**src/rtl/lse_pkg.sv**
```systemverilog
// ----------------------------------------------------------------------------
// lse_pkg
// Shared types and constants for the LSB steganography embedder.
// ----------------------------------------------------------------------------
package lse_pkg;

    localparam int unsigned HdrLenBits = 64;
    localparam int unsigned HdrEncBits = 32;
    localparam int unsigned HdrBits    = HdrLenBits + HdrEncBits;

    localparam logic [7:0] LsbClearMask = 8'hFE;
    localparam logic [7:0] AllOnes      = 8'hFF;

    // register indexes, byte address = 4 * index
    localparam logic [1:0] RegPayloadLength = 2'd0;
    localparam logic [1:0] RegBitsPerChan   = 2'd1;
    localparam logic [1:0] RegEqualize      = 2'd2;

    typedef struct packed {
        logic [31:0] payload_length;
        logic [3:0]  bits_per_channel;
        logic        equalize;
    } t_cfg;

    typedef struct packed {
        logic [6:0]  hdr_count;
        logic [7:0]  cur_byte;
        logic        have_current;
        logic [2:0]  bit_pos;
        logic [31:0] bytes_done;
        logic        finished;
    } t_state;

    typedef struct packed {
        logic [7:0] channel_out;
        logic       payload_taken;
        logic       payload_done;
    } t_result;

endpackage

```
**src/rtl/lse_step.sv**
```systemverilog
// ----------------------------------------------------------------------------
// lse_step
// Per-channel embed logic: header bit insertion, payload bit extraction
// and next-state computation for one channel byte.
// ----------------------------------------------------------------------------
module lse_step (
    input  lse_pkg::t_cfg    i_cfg,
    input  lse_pkg::t_state  i_state,
    input  logic [7:0]       i_channel_in,
    input  logic             i_in_header,
    input  logic             i_first_channel,
    input  logic [7:0]       i_payload_byte,
    input  logic [7:0]       i_fill_bits,
    output lse_pkg::t_state  o_state,
    output lse_pkg::t_result o_result
);
    import lse_pkg::*;

    t_state      st;
    logic [3:0]  k_eff;
    logic [7:0]  mask;
    logic [3:0]  avail;
    logic [15:0] window;
    logic [31:0] bytes_inc;
    logic        done0;
    logic        last;
    logic        complete;
    logic        overrun;
    logic [3:0]  n_bits;
    logic [7:0]  n_mask;
    logic [7:0]  acc;
    logic        hdr_bit;
    logic        hdr_active;
    logic [4:0]  hdr_sub;

    // restart all counters on the first channel of an image
    assign st = i_first_channel ? '0 : i_state;

    always_comb begin
        if (i_cfg.bits_per_channel == 4'd0) begin
            k_eff = 4'd1;
        end else if (i_cfg.bits_per_channel > 4'd8) begin
            k_eff = 4'd8;
        end else begin
            k_eff = i_cfg.bits_per_channel;
        end
    end

    assign mask  = AllOnes >> (4'd8 - k_eff);
    assign avail = 4'd8 - {1'b0, st.bit_pos};

    // remaining bits of the held byte, then the offered byte
    assign window = st.have_current
                  ? (({8'd0, st.cur_byte} >> st.bit_pos) | ({8'd0, i_payload_byte} << avail))
                  : {8'd0, i_payload_byte};

    assign bytes_inc = st.bytes_done + 32'd1;
    assign done0     = st.bytes_done >= i_cfg.payload_length;
    assign last      = bytes_inc >= i_cfg.payload_length;
    assign complete  = st.have_current ? (k_eff >= avail) : (k_eff == 4'd8);
    assign overrun   = st.have_current && (k_eff > avail);

    always_comb begin
        if (done0) begin
            n_bits = 4'd0;
        end else if (overrun && last) begin
            n_bits = avail;
        end else begin
            n_bits = k_eff;
        end
    end

    assign n_mask = (n_bits == 4'd0) ? 8'd0 : (AllOnes >> (4'd8 - n_bits));
    assign acc    = window[7:0] & n_mask;

    // header bit selection
    assign hdr_sub = st.hdr_count[4:0];
    always_comb begin
        hdr_active = 1'b1;
        hdr_bit    = 1'b0;
        if (st.hdr_count < 7'(HdrLenBits)) begin
            hdr_bit = (st.hdr_count < 7'd32) ? i_cfg.payload_length[hdr_sub] : 1'b0;
        end else if (st.hdr_count < 7'(HdrBits)) begin
            hdr_bit = (hdr_sub < 5'd4) ? i_cfg.bits_per_channel[hdr_sub[1:0]] : 1'b0;
        end else begin
            hdr_active = 1'b0;
        end
    end

    always_comb begin
        o_state                = st;
        o_result.channel_out   = i_channel_in;
        o_result.payload_taken = 1'b0;
        if (i_in_header) begin
            if (hdr_active) begin
                o_state.hdr_count    = st.hdr_count + 7'd1;
                o_result.channel_out = (i_channel_in & LsbClearMask) | {7'd0, hdr_bit};
            end
        end else if (st.finished) begin
            if (i_cfg.equalize) begin
                o_result.channel_out = (i_channel_in & ~mask) | (i_fill_bits & mask);
            end
        end else begin
            o_result.channel_out = (i_channel_in & ~mask) | acc;
            if (!done0) begin
                if (!st.have_current) begin
                    o_state.cur_byte       = i_payload_byte;
                    o_result.payload_taken = 1'b1;
                    if (complete) begin
                        o_state.have_current = 1'b0;
                        o_state.bit_pos      = 3'd0;
                        o_state.bytes_done   = bytes_inc;
                    end else begin
                        o_state.have_current = 1'b1;
                        o_state.bit_pos      = k_eff[2:0];
                    end
                end else if (!complete) begin
                    o_state.bit_pos = st.bit_pos + k_eff[2:0];
                end else begin
                    o_state.bytes_done   = bytes_inc;
                    o_state.have_current = 1'b0;
                    o_state.bit_pos      = 3'd0;
                    if (overrun && !last) begin
                        o_state.cur_byte       = i_payload_byte;
                        o_state.have_current   = 1'b1;
                        o_state.bit_pos        = 3'(k_eff - avail);
                        o_result.payload_taken = 1'b1;
                    end
                end
            end
            o_state.finished = done0 || (complete && last);
        end
        o_result.payload_done = o_state.finished;
    end

endmodule

```
**src/rtl/lsb_stego_embed.sv**
```systemverilog
// ----------------------------------------------------------------------------
// lsb_stego_embed
// Hides a payload in the low bits of carrier colour channel bytes, after a
// 96-bit header of length and bits-per-channel.
// ----------------------------------------------------------------------------
//
//  Channel   Direction  Handshake          Payload
//  input     in         i_valid / o_stall  channel_in, in_header, first_channel,
//                                          payload_byte, fill_bits
//  output    out        o_valid / i_stall  channel_out, payload_taken, payload_done
//  config    in         APB psel/penable   payload_length, bits_per_channel, equalize
//
//  One transaction per cycle in, one per cycle out, while neither side stalls; the result is registered.
//  The embed state advances at the accepting edge, so consecutive channels
//  need no gap. A two-entry output (result register plus skid register)
//  absorbs a downstream stall; o_stall rises only when both are full.
//  Reset (synchronous, active low) clears the embed state, the output
//  valid flags and the registers to 0, 1, 0.
// ----------------------------------------------------------------------------
module lsb_stego_embed (
    input  logic        i_clk,
    input  logic        i_rst_n,
    // input channel
    input  logic        i_valid,
    output logic        o_stall,
    input  logic [7:0]  i_channel_in,
    input  logic        i_in_header,
    input  logic        i_first_channel,
    input  logic [7:0]  i_payload_byte,
    input  logic [7:0]  i_fill_bits,
    // output channel
    output logic        o_valid,
    input  logic        i_stall,
    output logic [7:0]  o_channel_out,
    output logic        o_payload_taken,
    output logic        o_payload_done,
    // configuration
    input  logic        psel,
    input  logic        penable,
    input  logic        pwrite,
    input  logic [3:0]  paddr,
    input  logic [31:0] pwdata,
    output logic [31:0] prdata,
    output logic        pready
);
    import lse_pkg::*;

    t_cfg    r_cfg;
    t_state  r_state;
    t_state  n_state;
    t_result n_result;
    t_result r_out;
    t_result r_skid;
    logic    r_out_valid;
    logic    r_skid_valid;
    logic    in_accept;
    logic    out_take;
    logic    cfg_write;
    logic [1:0] reg_index;

    // ------------------------------------------------------------------
    // Configuration port: zero wait states
    // ------------------------------------------------------------------
    assign pready    = 1'b1;
    assign reg_index = paddr[3:2];
    assign cfg_write = psel && penable && pwrite && pready;

    always_ff @(posedge i_clk) begin
        if (!i_rst_n) begin
            r_cfg.payload_length   <= 32'd0;
            r_cfg.bits_per_channel <= 4'd1;
            r_cfg.equalize         <= 1'b0;
        end else if (cfg_write) begin
            unique case (reg_index)
                RegPayloadLength: r_cfg.payload_length   <= pwdata;
                RegBitsPerChan:   r_cfg.bits_per_channel <= pwdata[3:0];
                RegEqualize:      r_cfg.equalize         <= pwdata[0];
                default: ;
            endcase
        end
    end

    always_comb begin
        unique case (reg_index)
            RegPayloadLength: prdata = r_cfg.payload_length;
            RegBitsPerChan:   prdata = {28'd0, r_cfg.bits_per_channel};
            RegEqualize:      prdata = {31'd0, r_cfg.equalize};
            default:          prdata = 32'd0;
        endcase
    end

    // ------------------------------------------------------------------
    // Embed logic for the offered channel
    // ------------------------------------------------------------------
    lse_step u_step (
        .i_cfg           (r_cfg),
        .i_state         (r_state),
        .i_channel_in    (i_channel_in),
        .i_in_header     (i_in_header),
        .i_first_channel (i_first_channel),
        .i_payload_byte  (i_payload_byte),
        .i_fill_bits     (i_fill_bits),
        .o_state         (n_state),
        .o_result        (n_result)
    );

    // stall only once the skid entry is occupied
    assign o_stall   = r_skid_valid;
    assign in_accept = i_valid && !o_stall;
    assign out_take  = r_out_valid && !i_stall;

    // advance the embed state on every accepted transaction
    always_ff @(posedge i_clk) begin
        if (!i_rst_n) begin
            r_state <= '0;
        end else if (in_accept) begin
            r_state <= n_state;
        end
    end

    // ------------------------------------------------------------------
    // Result register and skid register
    // ------------------------------------------------------------------
    always_ff @(posedge i_clk) begin
        if (!i_rst_n) begin
            r_out_valid  <= 1'b0;
            r_skid_valid <= 1'b0;
        end else if (!r_out_valid || out_take) begin
            // result slot frees: drain the skid first, else load new
            if (r_skid_valid) begin
                r_out_valid  <= 1'b1;
                r_skid_valid <= 1'b0;
            end else begin
                r_out_valid  <= in_accept;
            end
        end else if (in_accept) begin
            // result held by downstream: park the new one
            r_skid_valid <= 1'b1;
        end
    end

    always_ff @(posedge i_clk) begin
        if (!r_out_valid || out_take) begin
            if (r_skid_valid) begin
                r_out <= r_skid;
            end else if (in_accept) begin
                r_out <= n_result;
            end
        end else if (in_accept) begin
            r_skid <= n_result;
        end
    end

    assign o_valid         = r_out_valid;
    assign o_channel_out   = r_out.channel_out;
    assign o_payload_taken = r_out.payload_taken;
    assign o_payload_done  = r_out.payload_done;

    // ------------------------------------------------------------------
    // Assertions
    // ------------------------------------------------------------------
    a_skid_implies_out: assert property (@(posedge i_clk) disable iff (!i_rst_n)
        r_skid_valid |-> r_out_valid)
        else $error("skid entry valid while result register empty");

    a_hdr_saturates: assert property (@(posedge i_clk) disable iff (!i_rst_n)
        r_state.hdr_count <= 7'(HdrBits))
        else $error("header bit count beyond header length");

    a_bitpos_consistent: assert property (@(posedge i_clk) disable iff (!i_rst_n)
        r_state.have_current == (r_state.bit_pos != 3'd0))
        else $error("held payload byte and bit position disagree");

    a_stall_no_drop: assert property (@(posedge i_clk) disable iff (!i_rst_n)
        (r_out_valid && i_stall && in_accept) |=> r_skid_valid)
        else $error("accepted transaction lost under output stall");

endmodule

```
**config.mk**
```make
export PLATFORM = sky130hd
export DESIGN_NAME = lsb_stego_embed
export DESIGN_NICKNAME = d
export VERILOG_FILES = /design/src/rtl/lse_pkg.sv /design/src/rtl/lse_step.sv /design/src/rtl/lsb_stego_embed.sv
export SDC_FILE = /design/constraint.sdc
export NUM_CORES = 1
export LEC_CHECK = 0
export BUFFER_PORTS_ARGS = -buffer_cell sky130_fd_sc_hd__buf_2
export CAP_MARGIN = 10
export CELL_PAD_IN_SITES_DETAIL_PLACEMENT = 0
export CELL_PAD_IN_SITES_GLOBAL_PLACEMENT = 1
export CORE_AREA = 2 2 153 155
export CTS_CLUSTER_SIZE = 10
export DETAILED_ROUTE_END_ITERATION = 8
export DIE_AREA = 0 0 155 157
export GPL_TIMING_DRIVEN = 0
export PLACE_DENSITY_LB_ADDON = 0.1
export SLEW_MARGIN = 5
export SYNTH_ARGS = -nofsm -noshare
export SYNTH_HDL_FRONTEND = slang
export SYNTH_SLANG_ARGS = --single-unit
```
**constraint.sdc**
```tcl
create_clock -name i_clk -period 15.4 [get_ports i_clk]
set_input_delay 0.77 -clock i_clk [delete_from_list [all_inputs] [get_ports i_clk]]
set_output_delay 0.77 -clock i_clk [all_outputs]
set_load 0.01 [all_outputs]
```
==> run_results.csv <==
group,metric,value,unit
run_status,status,"finished clean",
setup_path,cpMostUsedCell,"clkbuf_1",
drt,dr.pass1.iters,5,
clock_tree,cts_setup_buffers,0,
place,place.port_buffers,106,
finish,nets,1457,
synth,syn_area,9170,µm²
clock_tree,cts_sinks,111,
floorplanning,die_h,157,µm
pwr,max-vdd-ir-drop,0.07331,mV
synth,synth_top_flop_cell,"dfxtp_1",
sta,report.final.slew_viol_count,0,
drt,drt_iter0_markers,661,
setup_path,arrival,9.95,ns
global_routing,grt_max_degree,21,
drt,drc,0,
sta,max_freq,0.1031,GHz
setup_path,endpoint,"o_channel_out[4]",
pwr,p_leak,0.004129,µW
finish,fin_util,46.14,%
clock_tree,cts.clk_slew.worst_paths,0.08,ns
pwr,power_density,66.77,nW/µm²
clock_tree,ctsRootBufferMaster,"clkbuf_16",
clock_tree,htree_levels,3,
setup_path,critical_path_cell_count,31,
synth,syn_avg_cell_area,7.706,µm²
clock_tree,hold_buffers,0,
global_routing,gr-total-overflow,0,
setup_path,r2r_start,"r_state[1]",
finish,drive_above_1_share,12.35,%
synth,synth_nets,1340,
clock_tree,clk_latency,0.37,ns
floorplanning,std_cell_rows,55,
worst_hold_path,min_from,"r_cfg[12]",
floorplanning,fp.coreArea,22500,µm²
sta,hold_violations,0,
floorplanning,die_w,155,µm
sta,finalSetupViolCount,0,
synth,ys.warnings.count,0,
drt,num_vias,9212,
setup_path,path_buf_inv,8,
global_routing,first_global_vias,8475,
setup_path,cpMaxStageDelayCell,"clkbuf_1",
setup_path,critPathMaxFanout,10,
synth,synth_seq_area_share,26.42,%
sta,rsz0062_at_grt,"no",
floorplanning,dieArea,24340,µm²
setup_path,worst_r2r_endpoint,"o_channel_out[4]",
drt,vias_per_cell,5.768,
place,hpwl,25340,µm
setup_path,r2r_cells,25,
setup_path,cp_top_family,"buffers and inverters",
setup_path,rrSetupSlack,8.33,ns
clock_tree,tritoncts,"built",
finish,antenna_cells,0,
synth,synth.distinct_cells,85,
synth,synthCells,1190,
clock_tree,clk_path_buf_depth,2,
sta,tightest_slew,0.9549,ns
sta,fin_crit,9.704,ns
floorplanning,num_io_pins,114,
global_routing,grt_pass1_wl,49780,µm
clock_tree,cts_inserted_buffers,9,
setup_path,critPathCaptureType,"flop",
setup_path,slowest_delay,0.70,ns
sta,skew,0.01565,ns
sta,finalSetupTns,0,ns
global_routing,antenna_found_initial,0,
synth,async_reset_ff_share,0,%
finish,nFillCells,2342,
clock_tree,cts_resized,0,
setup_path,crit_path_start,"i_first_channel",
drt,routed_wl,32270,µm
setup_path,start_kind,"input pin",
place,gp_congestion,0.9227,
synth,ys_seq_elements,111,
flow_run,maxCapViolCount,0,
floorplanning,initial_utilization,40.75,%
synth,synth_edf_count,20,
worst_hold_path,hold_path_class,"reg -> reg",
sta,period_share,63.01,%
setup_path,crit_required,15.64,ns
finish,area_growth,13.23,%
drt,final_antenna_net_count,0,
setup_path,criticalPathCategory,"in -> reg",
drt,wire_per_inst,20.21,µm
global_routing,grt_usage,26.58,%
sta,slew_headroom,36.34,%
final cells by class:
| class | instances | area, µm² | area share, % |
|---|---|---|---|
| plain buffers | 75 | 300.3 | 2.892 |
| flip-flops and latches | 111 | 2422 | 23.33 |
| multi-input cells | 939 | 6203 | 59.74 |
| inverters | 65 | 244.0 | 2.350 |
| clock inverters | 6 | 76.32 | 0.7350 |
| well taps | 285 | 356.6 | 3.434 |
| clock buffers | 10 | 250.2 | 2.410 |
| repair buffers | 106 | 530.5 | 5.109 |
synthesized netlist by cell type (all sizes together) (5+ instances only):
master	instances	area [µm²]
xor2	17	148.9
clkbuf	62	232.7
buf	13	67.57
and2b	5	37.54
o31ai	7	52.55
ha	79	988.5
nor2b	38	237.7
a22oi	7	52.55
inv	63	236.5
nand4	31	193.9
nor3b	5	42.54
and2	10	62.56
dfxtp	91	1822
a31oi	9	56.30
mux4	7	157.7
o211ai	7	52.55
a211oi	6	45.04
a21oi	92	460.4
nor3	47	240.2
a21boi	8	60.06
o21a	5	37.54
xnor2	21	183.9
nand2b	6	45.04
a21o	5	37.54
mux2i	35	350.3
nand4b	7	61.31
or3	8	50.05
a22o	8	70.07
o21ai	47	235.2
nand3	51	267.8
mux2	8	90.09
nand2	183	686.9
o22ai	8	50.05
nor4	14	102.6
o2111ai	6	52.55
edfxtp	20	600.6
and3	16	106.4
nor2	71	266.5
tightest hold or removal path: stages, from the launching register on:
cell	delay (ns)
dfxtp_1	0.32
nand2_1	0.05
a21oi_1	0.05
logic make-up after synthesis:
group                    Yosys count  share of synthesized area [%]
AO/OA/AOI/OAI                    260                          18.28
XOR/XNOR                          38                          3.629
adder cells (fa/ha/maj)           81                          11.22
buffers and inverters            140                          5.935
flip-flops                       111                          26.42
multiplexers                      50                          6.522
other                              1                        0.04089
AND/OR/NAND/NOR                  509                          27.96
through the flow:
stage / power, µW / setup slack [ns] / cell area (µm²) / std cells / hold WS (ns)
floorplan: 386.1 / 8.548 / 9170 / 1190 / 0.4363
global placement: 431.6 / 5.549 / 10060 / 1581 / 0.4432
detailed placement: 432.1 / 5.572 / 10060 / 1581 / 0.4495
CTS: 696.1 / 5.943 / 10380 / 1597 / 0.4615
global route: 721.8 / 5.346 / 10380 / 1597 / 0.4959
finish: 693.3 / 5.696 / 10380 / 1597 / 0.4602
placed cells by master (no fill, tap or decap), drive strengths merged, types with 35 or more instances in the layout:
master,Yosys,routed
ha,79,79
nor3,47,47
clkbuf,62,72
nand3,51,51
o21ai,47,47
nor2b,38,38
mux2i,35,35
inv,63,68
nor2,71,71
a21oi,92,92
nand2,183,183
dfxtp,91,91
buf,13,119
power breakdown:
group          switching, µW  leakage [µW]  internal, µW
combinational           81.7       0.00304          40.1
clock                    126      0.000162           140
sequential              3.29      0.000925           303
state kept, by name (all words and copies together), names as in the netlist:
signal / cells
o_stall: 1
r_skid: 10
o_payload_done: 1
o_channel_out: 8
r_cfg: 37
o_valid: 1
r_state: 52
o_payload_taken: 1
how the worst min path moves through the flow:
stage | slack [ns] | cells past startpoint | endpoint
final | 0.46 | 2 | r_cfg[12]
after global routing | 0.50 | 2 | r_cfg[36]
after CTS | 0.46 | 2 | r_cfg[15]
after detailed placement | 0.45 | 2 | r_cfg[15]
after global placement | 0.44 | 2 | r_cfg[19]
after floorplan | 0.44 | 2 | r_cfg[11]
per-layer routing:
metal  vias up  track usage, %  part of all wire, %
met5         -               0                    0
met4         0           5.688                  1.4
met3        26           5.617                  6.6
met2       282           38.22                   41
met1      4382           40.39                   51
li1       4522               -                    -
(Power assumes the default switching activity.)
